File: src/rtl/lpd_pkg.sv
// Package for the length-prefixed deframer: widths, codes, word types.
package lpd_pkg;

  // Width of the cap register and of the byte counters bounded by it
  localparam int CAP_WIDTH  = 27;
  localparam int PART_W     = 25;
  localparam int IDX_W      = 24;
  localparam int LEN_W      = 32;
  localparam int HDR_BYTES  = 4;
  localparam int CFG_IDX_W  = 2;
  localparam int CFG_DATA_W = (CAP_WIDTH > PART_W) ? CAP_WIDTH : PART_W;
  localparam int QUEUE_DEPTH = 4;
  localparam int QPTR_W     = 2;
  localparam int QCNT_W     = 3;

  // Register reset values
  localparam logic [PART_W-1:0]    PART_COUNT_RESET = PART_W'(1);
  localparam logic [CAP_WIDTH-1:0] CAP_RESET =
    (CAP_WIDTH > 26) ? CAP_WIDTH'(64'd1 << 26) : '0;

  // Register indexes
  localparam logic [CFG_IDX_W-1:0] REG_PART_COUNT = 2'd0;
  localparam logic [CFG_IDX_W-1:0] REG_CAP_BYTES  = 2'd1;

  // Result kinds
  localparam logic [1:0] KIND_BYTE  = 2'd0;
  localparam logic [1:0] KIND_EMPTY = 2'd1;
  localparam logic [1:0] KIND_DONE  = 2'd2;
  localparam logic [1:0] KIND_ERROR = 2'd3;

  // Error codes
  localparam logic [2:0] ERR_NONE      = 3'd0;
  localparam logic [2:0] ERR_NO_LENGTH = 3'd1;
  localparam logic [2:0] ERR_PART_CAP  = 3'd2;
  localparam logic [2:0] ERR_BLOB_CAP  = 3'd3;
  localparam logic [2:0] ERR_TRUNCATED = 3'd4;
  localparam logic [2:0] ERR_EXTRA     = 3'd5;

  typedef enum logic [1:0] {
    PH_HEADER,
    PH_PAYLOAD,
    PH_SWALLOW
  } phase_t;

  typedef struct packed {
    logic [7:0] byte_value;
    logic       byte_valid;
    logic       blob_end;
  } in_word_t;

  typedef struct packed {
    logic [1:0]       kind;
    logic [7:0]       payload_byte;
    logic [IDX_W-1:0] part_index;
    logic             part_end;
    logic [2:0]       error_code;
  } out_word_t;

endpackage

File: src/rtl/length_prefixed_deframer.sv
// Length-prefixed deframer: header parse, cap checks, result queue.
// A word accepted at one edge shows its first result on out_valid right after that edge,
//   behind any results already queued.
// Throughput: one input word per cycle while in_ready is high; a word that ends a part
//   and closes the blob gives two results, drained one per cycle while out_ready is high.
// in_ready drops while the four-entry result queue holds three or more (room kept for two).
// Reset (rst_n low, synchronous): blob state cleared, part_count = 1, cap_bytes = 2^26.
module length_prefixed_deframer (
  input  logic                              clk,
  input  logic                              rst_n,
  input  logic                              in_valid,
  output logic                              in_ready,
  input  lpd_pkg::in_word_t                 in_data,
  output logic                              out_valid,
  input  logic                              out_ready,
  output lpd_pkg::out_word_t                out_data,
  input  logic                              cfg_valid,
  output logic                              cfg_ready,
  input  logic [lpd_pkg::CFG_IDX_W-1:0]     cfg_index,
  input  logic [lpd_pkg::CFG_DATA_W-1:0]    cfg_data
);

  localparam int CW = lpd_pkg::CAP_WIDTH;
  localparam int PW = lpd_pkg::PART_W;

  // Configuration registers
  logic [PW-1:0] part_count_r;
  logic [CW-1:0] cap_r;

  // Blob state
  lpd_pkg::phase_t phase_r, phase_stp, phase_nxt;
  logic [1:0]      hbc_r, hbc_stp, hbc_nxt;
  logic [23:0]     shift_r, shift_stp, shift_nxt;
  logic [CW-1:0]   left_r, left_stp, left_nxt;
  logic [PW-1:0]   part_r, part_stp, part_nxt;
  logic [CW-1:0]   bcnt_r, bcnt_stp, bcnt_nxt;
  logic [2:0]      lerr_r, lerr_stp, lerr_nxt;

  // Result queue
  lpd_pkg::out_word_t           q_r [lpd_pkg::QUEUE_DEPTH];
  logic [lpd_pkg::QPTR_W-1:0]   wr_ptr_r, rd_ptr_r;
  logic [lpd_pkg::QCNT_W-1:0]   cnt_r;

  logic                         in_acc, pop, byte_go, blob_close;
  logic                         extra_flt, blob_full, hdr_last, last_byte;
  logic                         len_over, fit_over, len_zero, byte_res;
  logic [CW-1:0]                bcnt_inc;
  logic [lpd_pkg::LEN_W-1:0]    len;
  logic [CW:0]                  fit_sum;
  logic [2:0]                   end_err;
  lpd_pkg::out_word_t           res_byte, res_end, push0, push1;
  logic [1:0]                   n_push;

  assign cfg_ready  = 1'b1;
  assign in_ready   = (cnt_r <= lpd_pkg::QCNT_W'(lpd_pkg::QUEUE_DEPTH - 2));
  assign in_acc     = in_valid & in_ready;
  assign out_valid  = (cnt_r != '0);
  assign out_data   = q_r[rd_ptr_r];
  assign pop        = out_valid & out_ready;
  assign byte_go    = in_acc & in_data.byte_valid & (phase_r != lpd_pkg::PH_SWALLOW);
  assign blob_close = in_acc & in_data.blob_end;

  // Decode checks on the current byte
  assign extra_flt = (phase_r == lpd_pkg::PH_HEADER) && (hbc_r == 2'd0) &&
                     (part_r >= part_count_r);
  assign blob_full = (bcnt_r >= cap_r);
  assign bcnt_inc  = bcnt_r + CW'(1);
  assign hdr_last  = (hbc_r == 2'(lpd_pkg::HDR_BYTES - 1));
  assign len       = {shift_r, in_data.byte_value};
  assign len_over  = (len > lpd_pkg::LEN_W'(cap_r));
  assign fit_sum   = {1'b0, bcnt_inc} + {1'b0, len[CW-1:0]};
  assign fit_over  = (fit_sum > {1'b0, cap_r});
  assign len_zero  = (len == '0);
  assign last_byte = (left_r <= CW'(1));

  // Advance blob state for the byte
  always_comb begin
    phase_stp = phase_r;
    hbc_stp   = hbc_r;
    shift_stp = shift_r;
    left_stp  = left_r;
    part_stp  = part_r;
    bcnt_stp  = bcnt_r;
    lerr_stp  = lerr_r;
    if (byte_go) begin
      if (extra_flt) begin
        lerr_stp  = lpd_pkg::ERR_EXTRA;
        phase_stp = lpd_pkg::PH_SWALLOW;
      end else if (blob_full) begin
        lerr_stp  = lpd_pkg::ERR_BLOB_CAP;
        phase_stp = lpd_pkg::PH_SWALLOW;
      end else begin
        bcnt_stp = bcnt_inc;
        if (phase_r == lpd_pkg::PH_HEADER) begin
          shift_stp = {shift_r[15:0], in_data.byte_value};
          hbc_stp   = hbc_r + 2'd1;
          if (hdr_last) begin
            hbc_stp   = '0;
            shift_stp = '0;
            if (len_over) begin
              lerr_stp  = lpd_pkg::ERR_PART_CAP;
              phase_stp = lpd_pkg::PH_SWALLOW;
            end else if (fit_over) begin
              lerr_stp  = lpd_pkg::ERR_BLOB_CAP;
              phase_stp = lpd_pkg::PH_SWALLOW;
            end else if (len_zero) begin
              part_stp = part_r + PW'(1);
            end else begin
              left_stp  = len[CW-1:0];
              phase_stp = lpd_pkg::PH_PAYLOAD;
            end
          end
        end else begin
          left_stp = last_byte ? '0 : left_r - CW'(1);
          if (last_byte) begin
            part_stp  = part_r + PW'(1);
            phase_stp = lpd_pkg::PH_HEADER;
          end
        end
      end
    end
  end

  // Drop blob state when the blob closes
  always_comb begin
    phase_nxt = phase_stp;
    hbc_nxt   = hbc_stp;
    shift_nxt = shift_stp;
    left_nxt  = left_stp;
    part_nxt  = part_stp;
    bcnt_nxt  = bcnt_stp;
    lerr_nxt  = lerr_stp;
    if (blob_close) begin
      phase_nxt = lpd_pkg::PH_HEADER;
      hbc_nxt   = '0;
      shift_nxt = '0;
      left_nxt  = '0;
      part_nxt  = '0;
      bcnt_nxt  = '0;
      lerr_nxt  = lpd_pkg::ERR_NONE;
    end
  end

  // Build the results of this word
  always_comb begin
    byte_res = byte_go && !extra_flt && !blob_full &&
               ((phase_r == lpd_pkg::PH_PAYLOAD) ||
                (hdr_last && !len_over && !fit_over && len_zero));
    res_byte              = '0;
    res_byte.part_index   = part_r[lpd_pkg::IDX_W-1:0];
    res_byte.part_end     = 1'b1;
    res_byte.kind         = lpd_pkg::KIND_EMPTY;
    if (phase_r == lpd_pkg::PH_PAYLOAD) begin
      res_byte.kind         = lpd_pkg::KIND_BYTE;
      res_byte.payload_byte = in_data.byte_value;
      res_byte.part_end     = last_byte;
    end

    end_err = lerr_stp;
    if (lerr_stp == lpd_pkg::ERR_NONE) begin
      if (phase_stp == lpd_pkg::PH_PAYLOAD) begin
        end_err = lpd_pkg::ERR_TRUNCATED;
      end else if ((hbc_stp != '0) || (part_stp < part_count_r)) begin
        end_err = lpd_pkg::ERR_NO_LENGTH;
      end
    end
    res_end            = '0;
    res_end.error_code = end_err;
    res_end.kind       = (end_err != lpd_pkg::ERR_NONE) ? lpd_pkg::KIND_ERROR
                                                        : lpd_pkg::KIND_DONE;

    push0 = byte_res ? res_byte : res_end;
    push1 = res_end;
    n_push = {1'b0, byte_res} + {1'b0, blob_close};
  end

  // Hold configuration; write on the config handshake
  always_ff @(posedge clk) begin
    if (!rst_n) begin
      part_count_r <= lpd_pkg::PART_COUNT_RESET;
      cap_r        <= lpd_pkg::CAP_RESET;
    end else if (cfg_valid && cfg_ready) begin
      case (cfg_index)
        lpd_pkg::REG_PART_COUNT: part_count_r <= cfg_data[PW-1:0];
        lpd_pkg::REG_CAP_BYTES:  cap_r        <= cfg_data[CW-1:0];
        default: ;
      endcase
    end
  end

  // Update blob state
  always_ff @(posedge clk) begin
    if (!rst_n) begin
      phase_r <= lpd_pkg::PH_HEADER;
      hbc_r   <= '0;
      shift_r <= '0;
      left_r  <= '0;
      part_r  <= '0;
      bcnt_r  <= '0;
      lerr_r  <= lpd_pkg::ERR_NONE;
    end else begin
      phase_r <= phase_nxt;
      hbc_r   <= hbc_nxt;
      shift_r <= shift_nxt;
      left_r  <= left_nxt;
      part_r  <= part_nxt;
      bcnt_r  <= bcnt_nxt;
      lerr_r  <= lerr_nxt;
    end
  end

  // Queue pointers and fill count
  always_ff @(posedge clk) begin
    if (!rst_n) begin
      wr_ptr_r <= '0;
      rd_ptr_r <= '0;
      cnt_r    <= '0;
    end else begin
      wr_ptr_r <= wr_ptr_r + lpd_pkg::QPTR_W'(n_push);
      rd_ptr_r <= rd_ptr_r + lpd_pkg::QPTR_W'(pop);
      cnt_r    <= cnt_r + lpd_pkg::QCNT_W'(n_push) - lpd_pkg::QCNT_W'(pop);
    end
  end

  // Queue storage
  always_ff @(posedge clk) begin
    if (n_push != 2'd0) begin
      q_r[wr_ptr_r] <= push0;
    end
    if (n_push == 2'd2) begin
      q_r[wr_ptr_r + lpd_pkg::QPTR_W'(1)] <= push1;
    end
  end

`ifndef SYNTHESIS
  a_cnt_bound: assert property (@(posedge clk) disable iff (!rst_n)
    cnt_r <= lpd_pkg::QCNT_W'(lpd_pkg::QUEUE_DEPTH))
    else $error("result queue overflow");

  a_ptr_gap: assert property (@(posedge clk) disable iff (!rst_n)
    (wr_ptr_r - rd_ptr_r) == cnt_r[lpd_pkg::QPTR_W-1:0])
    else $error("queue pointers disagree with fill count");

  a_close_clears: assert property (@(posedge clk) disable iff (!rst_n)
    blob_close |=> (phase_r == lpd_pkg::PH_HEADER) && (bcnt_r == '0) &&
                   (part_r == '0) && (lerr_r == lpd_pkg::ERR_NONE))
    else $error("blob state not cleared after blob end");

  a_err_swallow: assert property (@(posedge clk) disable iff (!rst_n)
    (lerr_r != lpd_pkg::ERR_NONE) |-> (phase_r == lpd_pkg::PH_SWALLOW))
    else $error("latched error outside swallow phase");

  a_count_cap: assert property (@(posedge clk) disable iff (!rst_n)
    $past(rst_n) && !$past(cfg_valid) && $stable(cap_r) |-> bcnt_r <= cap_r ||
    $past(bcnt_r) == bcnt_r)
    else $error("blob byte count passed the cap");
`endif

endmodule
File: config.mk
export PLATFORM = sky130hd
export DESIGN_NAME = length_prefixed_deframer
export DESIGN_NICKNAME = d
export VERILOG_FILES = /design/src/rtl/lpd_pkg.sv /design/src/rtl/length_prefixed_deframer.sv
export SDC_FILE = /design/constraint.sdc
export NUM_CORES = 1
export LEC_CHECK = 0
export ABC_AREA = 1
export BUFFER_PORTS_ARGS = -buffer_cell sky130_fd_sc_hd__buf_4
export CAP_MARGIN = 25
export CORE_MARGIN = 4
export CORE_UTILIZATION = 60
export DETAILED_ROUTE_END_ITERATION = 12
export HOLD_SLACK_MARGIN = 0.12
export PLACE_DENSITY = 0.78
export SYNTH_ARGS = -nofsm -noshare
export SYNTH_HDL_FRONTEND = slang
export SYNTH_SLANG_ARGS = --single-unit
File: constraint.sdc
create_clock -name clk -period 19.41 [get_ports clk]
set_clock_uncertainty 0.05 [all_clocks]
set_input_delay 0.9705 -clock clk [delete_from_list [all_inputs] [get_ports clk]]
set_output_delay 0.9705 -clock clk [all_outputs]
set_load 0.05 [all_outputs]
# After elaboration in Yosys (flattened, before gate mapping)
# Memories as Yosys holds them, arrays and structs flattened. A register that Yosys moved wholly into a read port is not among the register bits.
# Cells that the tools add are included.
# word_totals
out_inout_bits,41
wordCells,127
reg_bits,169
ramBits,152
n_memories,1
inputBits,44
# memory_table
memory,depth,word_bits,rd,rd_ports_with_merged_regs,write_ports,line_no,source
q_r,4,38,1,1,2,length_prefixed_deframer.sv:40,lpd_pkg::out_word_t q_r [lpd_pkg::QUEUE_DEPTH];
# op_classes
eq_ne,10
reduce_logical,29
add_sub_neg,11
n_mux,49
order_cmp,7
bitwise_logic,8
# op_table
op,n
$mux W25,9
$mux W27,6
$mux W38,1
$gt A32 B27 Y1,1
$logic_not A32 Y1,1
$mux W2,15
$mux W3,10
$add A27 B27 Y28,1
$gt A28 B27 Y1,1
$add A27 B1 Y27 const B,1
$ge A27 B27 Y1,1
$le A27 B1 Y1 const B,1
$sub A27 B1 Y27 const B,1
$add A25 B1 Y25 const B,1
$ge A25 B25 Y1,1
$lt A25 B25 Y1,1
$mux W24,1
$ne A2 B2 Y1 const B,5
$mux W9,1
$logic_and A1 B1 Y1,8
$reduce_and A7 Y1,1
$eq A2 B1 Y1 const B,3
$logic_not A2 Y1,3
$mux W1,6
19 further kinds,34

# Logic depth before layout (Yosys ltp)
# Gate-level depths: netlist of the first run.
# depth
ltp_word,18
mapped_depth,48
ltp_nobuf,47

# Least setup slack after synthesis of the first run
# Ideal clock, no wire load.
# synth_timing
path_type,input to register
from,input in_data[2] (netlist bit)
to,memory q_r[3][0] (netlist bit) (data pin)
path_buffers,0
t_required_ns,19.093
stages,42
path_slack_ns,12.859
arrival_ns,6.234
setup_time_ns,0.267
path_cell_list,ha_1 > inv_1 > fa_1 > inv_1 > nand3_1 > nand2_1 > a21oi_2 > o21ai_1 > a21boi_1 > o21ai_0 > a21boi_1 > o21ai_1 > a21boi_1 > o21ai_2 > nand2_1 > nand2_1 > nand2_1 > inv_1 > [... 6 more ...] > nand2_1 > nand4_1 > nand2_1 > inv_1 > nor2_2 > nand3_1 > nor3_2 > xnor2_1 > inv_1 > ha_1 > nand4_1 > or3_1 > nor4_1 > nand2_1 > nand2_2 > nand2_2 > a21boi_4 > nor2_1
# synth_rtl
element,line_no,source
"start, declared",length_prefixed_deframer.sv:13,"input lpd_pkg::in_word_t in_data,"
"end, declared",length_prefixed_deframer.sv:40,

==> impl_metrics.csv, run 1 <==
group,metric,value,unit
outcome,status,"finished clean",
pwr,p_per_area,114.7,nW/um^2
critical_path,path_max_fanout,38,
synthesis,synthDistinctLibCells,61,
floorplanning,die_w,186.0,um
global_routing,grt.overflow.total,0,
synthesis,ys_ff_latch,321,
cts,root_buffer,"clkbuf_16",
synthesis,synth_top_area_share,0.3210,
synthesis,syn_area_per_cell,7.318,sq um
cts,clk_pin_slew,60,ps
worst_hold_path,min_path_type,"reg2reg",
final_layout,layout.cells.non_filler,3046,
placed_design,dp_hpwl,40390,um
floorplanning,num_io_pins,85,
critical_path,max_stage_delay,790,ps
synthesis,postSynthCellCount,2599,
floorplanning,start_util,0.6153,
global_routing,grt_pass1_vias,17600,
route,via_per_inst,5.932,
cts,postCtsSetupBuffers,0,
sta,slew_violations,0,
cts,cts_tree,"yes",
sta,rsz0062_at_grt,"false",
synthesis,synth_area,19020,sq um
sta,fmax,0.1226,GHz
final_layout,layout.nets,2844,
critical_path,worstPathArrival,8480,ps
sta,slew_headroom,0.3285,
placed_design,portBuffers,83,
global_routing,antenna_found_initial,0,
global_routing,grt_start_max_net_pins,68,
pwr,p_leak,10.06,nW
sta,tns,0,ps
route,route.detailed.drc,0,
final_layout,synthToLayoutAreaGrowth,10.80,%
route,ant_nets,0,
run,maxCapViolCount,0,
final_layout,n_antenna_cell,0,
cts,insertion_delay,530,ps
synthesis,async_reset_ff_frac,0,
sta,post-route-period-util,0.4203,
floorplanning,design.die.area,34610,sq um
floorplanning,core,30910,sq um
route,dr_total_vias,18070,
synthesis,synth_area_leaders,"dfxtp_1 (32%), ha_1 (12%), a21oi_1 (8.0%), nand2_1 (7.7%), inv_1 (6.7%)",
critical_path,worst-setup-path-type,"reg2reg",
sta,worstMarginPinSlew,1006,ps
global_routing,grt_use_total,0.3170,
cts,numCtsBuffers,37,
critical_path,slowest_stage,"or2_2",
synthesis,yosysSeqAreaShare,0.3463,
synthesis,synth_edf_count,16,
synthesis,yosysTopAreaCell,"dfxtp_1",
route,post_drt_wl_per_cell,18.26,um
critical_path,end_kind,"register",
sta,timing_hold_violations_final,0,
cts,cts_hold_buf,0,
critical_path,crit_required,19730,ps
cts,cts_sinks,321,
synthesis,synth_flop_cell,"dfxtp_1",
route,first_iter_violations,1412,
route,dr.pass1.iters,7,
critical_path,start_kind,"register",
floorplanning,rows,64,
synthesis,synth_nets,2821,
placed_design,routabilityCongestion,1.023,
floorplanning,die_h,186.0,um
placed_design,dp.cells,2979,
global_routing,grt_pass1_wl,89330,um
sta,period_minus_slack,8159,ps
route,wl,55620,um
cts,cts_max_path_buffers,3,
cts,cts_resized,0,
final_layout,drive_above_1_share,0.08453,
sta,setup_viol,0,
critical_path,crit_path_frequent_cell,"nand3_1",
pwr,ir_drop,70.11,uV
cts,h-tree-depth,2,
synthesis,yosys_warnings,0,
worst max-delay path: cells and delay by family (launching register included):
family / cells / cell delay [ps]
AO/OA/AOI/OAI: 5 / 1320
XOR/XNOR: 2 / 370
adder cells (fa/ha/maj): 3 / 920
buffers and inverters: 3 / 1020
flip-flops: 1 / 400
AND/OR/NAND/NOR: 23 / 3910
cell type report:
class	instances	area [sq um]
Timing Repair Buffer	97	748.2
Clock buffer	47	1013
Sequential cell	321	6586
Tap cell	396	495.5
Multi-Input combinational cell	1809	10650
Fill cell	2629	9836
Clock inverter	20	241.5
Inverter	356	1339
flip-flops by register name (all words and copies together) (netlist names):
register and cells:
shift_r 24, cnt_r 3, part_r 25, bcnt_r 27, part_count_r 25, left_r 27
lerr_r 3, hbc_r 2, rd_ptr_r 2, cap_r 27, phase_r 2, wr_ptr_r 2
q_r 152
through the flow:
| stage | total power, mW | utilization | cell area, sq um | worst slack [ps] | hold slack [ps] |
|---|---|---|---|---|---|
| global placement | 1.669 | 0.6403 | 19790 | 11070 | 385.8 |
| floorplan | 1.469 | - | 19020 | 12860 | 371.9 |
| global route | 2.558 | 0.6818 | 21070 | 10450 | 426.6 |
| detailed placement | 1.696 | 0.6412 | 19820 | 11200 | 387.2 |
| CTS | 2.417 | 0.6818 | 21070 | 11330 | 401.6 |
| finish | 2.418 | 0.6818 | 21070 | 11250 | 404.9 |
final timing paths:
check / start / end / slack (ps) / cells past startpoint
hold reg to reg: q_r[0][37] / q_r[0][37] / 400 / 2
setup / recovery: bcnt_r[2] / q_r[3][0] / 11250 / 36
hold / removal: q_r[0][37] / q_r[0][37] / 400 / 2
setup reg to reg: bcnt_r[2] / q_r[3][0] / 11250 / 36
cells in the mapped netlist, drive strengths merged, types with 6 or more instances:
cell      n
a21boi    6
a22oi     9
a211oi    7
a31oi    11
xor2     60
nor2    219
a21oi   307
o21ai   210
o22ai   139
o21a      7
ha      176
edfxtp   16
xnor2    31
buf      17
nor3     36
nand2   403
nand3    92
nand4    36
dfxtp   305
a221oi    9
a21o      6
clkbuf   96
inv     349
clkinv    7
nor4      9
cell usage in the layout (no fill, tap or decap), types with 11 or more instances in the layout:
master,n
nand4_1,35
a31oi_1,11
xnor2_1,31
ha_1,176
clkbuf_16,37
nor3_1,29
dfxtp_1,305
nand2_1,391
xor2_1,60
o22ai_1,139
a21oi_1,303
buf_4,96
nand3_1,87
inv_1,339
edfxtp_1,16
nor2_1,205
o21ai_0,198
report_power, final:
part           internal (mW)  switching, mW  total [mW]  leakage [nW]
clock                  0.428          0.295       0.723         0.614
combinational          0.288          0.566       0.854          6.81
sequential             0.775         0.0660       0.841          2.64
kinds of logic after synthesis:
group	count (synthesis)	synth area share
and+or+nand+nor	814	0.1878
other	1	0.0001972
DFF	321	0.3463
adders and majority gates	178	0.1179
AOI/OAI and AO/OA	725	0.2115
buffers and inverters	469	0.09440
xor gates and xnor gates	91	0.04190
per-layer routing:
layer	routed length [um]	share of wire	track usage
met5	0	0	0
met4	3051	0.055	0.1539
met3	3570	0.064	0.04534
met2	26210	0.47	0.5452
met1	22790	0.41	0.3900
Note: power is estimated with default switching activity, not from simulation.
==> inputs of run 2 (changes only) <==
==> constraint.sdc (replaced) <==
create_clock -name clk -period 8.1 [get_ports clk]
set_clock_uncertainty 0.05 [all_clocks]
set_input_delay 0.405 -clock clk [delete_from_list [all_inputs] [get_ports clk]]
set_output_delay 0.405 -clock clk [all_outputs]
set_load 0.05 [all_outputs]
==> run 2 against run 1 <==
Effect of this change: critical path depth increased by 9; flip-flop and latch count unchanged; largest power group unchanged; critical endpoint is now q_r[0][36]; clock-buffer cell count increased by 3.
==> impl_metrics.csv, run 2 (synthesis gave the netlist of run 1 again) <==
group,metric,value,unit
cts,cts_max_path_buffers,3,
route,wl,55130,um
global_routing,grt_use_met1,0.3949,
global_routing,grt_use_met3,0.03342,
cts,root_buffer,"clkbuf_16",
route,route.detailed.drc,0,
global_routing,grt_pass1_wl,87320,um
final_layout,drive_above_1_share,0.08346,
final_layout,fillCellCount,2702,
floorplanning,num_io_pins,85,
critical_path,critical_path.top_delay_family,"compound AO/OA/AOI/OAI gates",
final_layout,layout_commonest_cell,"nand2_1",
cts,h-tree-depth,2,
floorplanning,die_w,186.0,um
floorplanning,start_util,0.6153,
floorplanning,rows,64,
placed_design,routabilityCongestion,0.9959,
pwr,ir_drop,161.5,uV
pwr,p_per_area,266.9,nW/um^2
sta,fmax,0.1330,GHz
sta,period_minus_slack,7518,ps
global_routing,grt_start_max_net_pins,84,
global_routing,grt_pass1_vias,16990,
global_routing,grt_use_total,0.3109,
placed_design,portBuffers,83,
final_layout,largest_reg_flops,152,
outcome,status,"finished clean",
cts,numCtsBuffers,35,
critical_path,worstPathArrival,7840,ps
critical_path,end_kind,"register",
floorplanning,die_h,186.0,um
global_routing,busiest_layer,"met2",
final_layout,layout.nets,2849,
placed_design,placed_cell_area,19830,sq um
final_layout,final_cell_area,20950,sq um
cts,cts_tree,"yes",
critical_path,path_max_fanout,12,
route,first_iter_violations,1463,
sta,slew_violations,0,
worst_hold_path,min_path_type,"in2reg",
sta,rsz0062_at_grt,"false",
cts,insertion_delay,520,ps
global_routing,antenna_found_initial,0,
sta,timing_hold_violations_final,0,
critical_path,crit_buf_inv,5,
critical_path,crit_path_frequent_cell,"nand2_1",
final_layout,n_antenna_cell,0,
floorplanning,design.die.area,34610,sq um
route,ant_nets,0,
critical_path,crit_required,8430,ps
final_layout,largest-register,"q_r",
route,post_drt_wl_per_cell,18.11,um
placed_design,dp_hpwl,39480,um
critical_path,slowest_stage,"dfxtp_1",
sta,worstMarginPinSlew,1031,ps
worst_hold_path,hold_depth,3,
global_routing,grt_util_met2,0.5305,
final_layout,synthToLayoutAreaGrowth,10.15,%
final_layout,layout_common_cells,"nand2_1 (390), inv_1 (339), dfxtp_1 (305)",
critical_path,max_stage_delay,390,ps
critical_path,rr_worst_depth,45,
route,via_per_inst,5.958,
critical_path,worst-setup-path-type,"reg2reg",
sta,slew_headroom,0.3114,
floorplanning,core,30910,sq um
route,dr_total_vias,18140,
sta,tns,0,ps
global_routing,grt.overflow.total,0,
run,maxCapViolCount,0,
critical_path,start_kind,"register",
final_layout,utilization,0.6778,
sta,post-route-period-util,0.9281,
cts,clk_pin_slew,70,ps
route,dr.pass1.iters,6,
sta,setup_viol,0,
cts,cts_sinks,321,
pwr,p_leak,10.01,nW
critical_path,cp.depth,45,
## run 2: cell count changes in the layout (fill, tap and decap cells not counted), sizes merged
cell / delta
inv: -2
dlygate4sd3: +2
clkinv: -5
clkinvlp: -2
bufinv: -3
buf: +5
clkbuf: +3
## run 2: per-stage QoR
step	instances	hold slack, ps	power [mW]	setup WS [ps]
global placement	2983	384.8	3.987	873.2
CTS	3043	125.1	5.592	608.3
detailed placement	2983	407.8	4.052	672.7
finish	3044	134.7	5.591	582.2
floorplan	2599	371.9	3.520	1728
global route	3044	164.1	5.917	15.10
## run 2: path summary, 6_finish.rpt
path,startpoint,end,slack [ps]
max,bcnt_r[1],q_r[0][36],580
min,cfg_data[25],cap_r[25],130
min reg2reg,shift_r[20],shift_r[20],420
max reg2reg,bcnt_r[1],q_r[0][36],580
## run 2: repair_timing
action,in CTS,in global routing
gates resized for setup,0,5
buffers inserted,0,1
endpoints found under the hold margin,3,0
hold buffers,2,0
endpoints found under the setup margin,0,10
## run 2: worst reg2reg max path, delay by kind of cell (launching register included)
family          cells  cell delay, ps
compound gates     12            2480
simple gates       23            2370
fa+ha+maj           4            1160
buf+inv             5             770
flops               1             390
xor+xnor            1             180
## run 2: power by group
| group | total, mW | switching (mW) | internal [mW] |
|---|---|---|---|
| combinational | 2.04 | 1.35 | 0.688 |
| clock | 1.54 | 0.642 | 0.898 |
| sequential | 2.01 | 0.154 | 1.86 |
| total | 5.59 | 2.15 | 3.44 |
## run 2: routing by layer
metal  up-vias  part of all wire
li1       8827                 -
met1      8437              0.41
met2       698              0.47
met3       173             0.070
met4         0             0.048
met5         -                 0
## run 2: area by class of cell
class	count	area, sq um	area share
Clock buffer	50	1012	0.04832
Multi-Input combinational cell	1809	10660	0.5088
Tap cell	396	495.5	0.02365
Sequential cell	321	6586	0.3144
Timing Repair Buffer	104	785.8	0.03751
Clock inverter	8	72.57	0.003464
Inverter	356	1339	0.06390
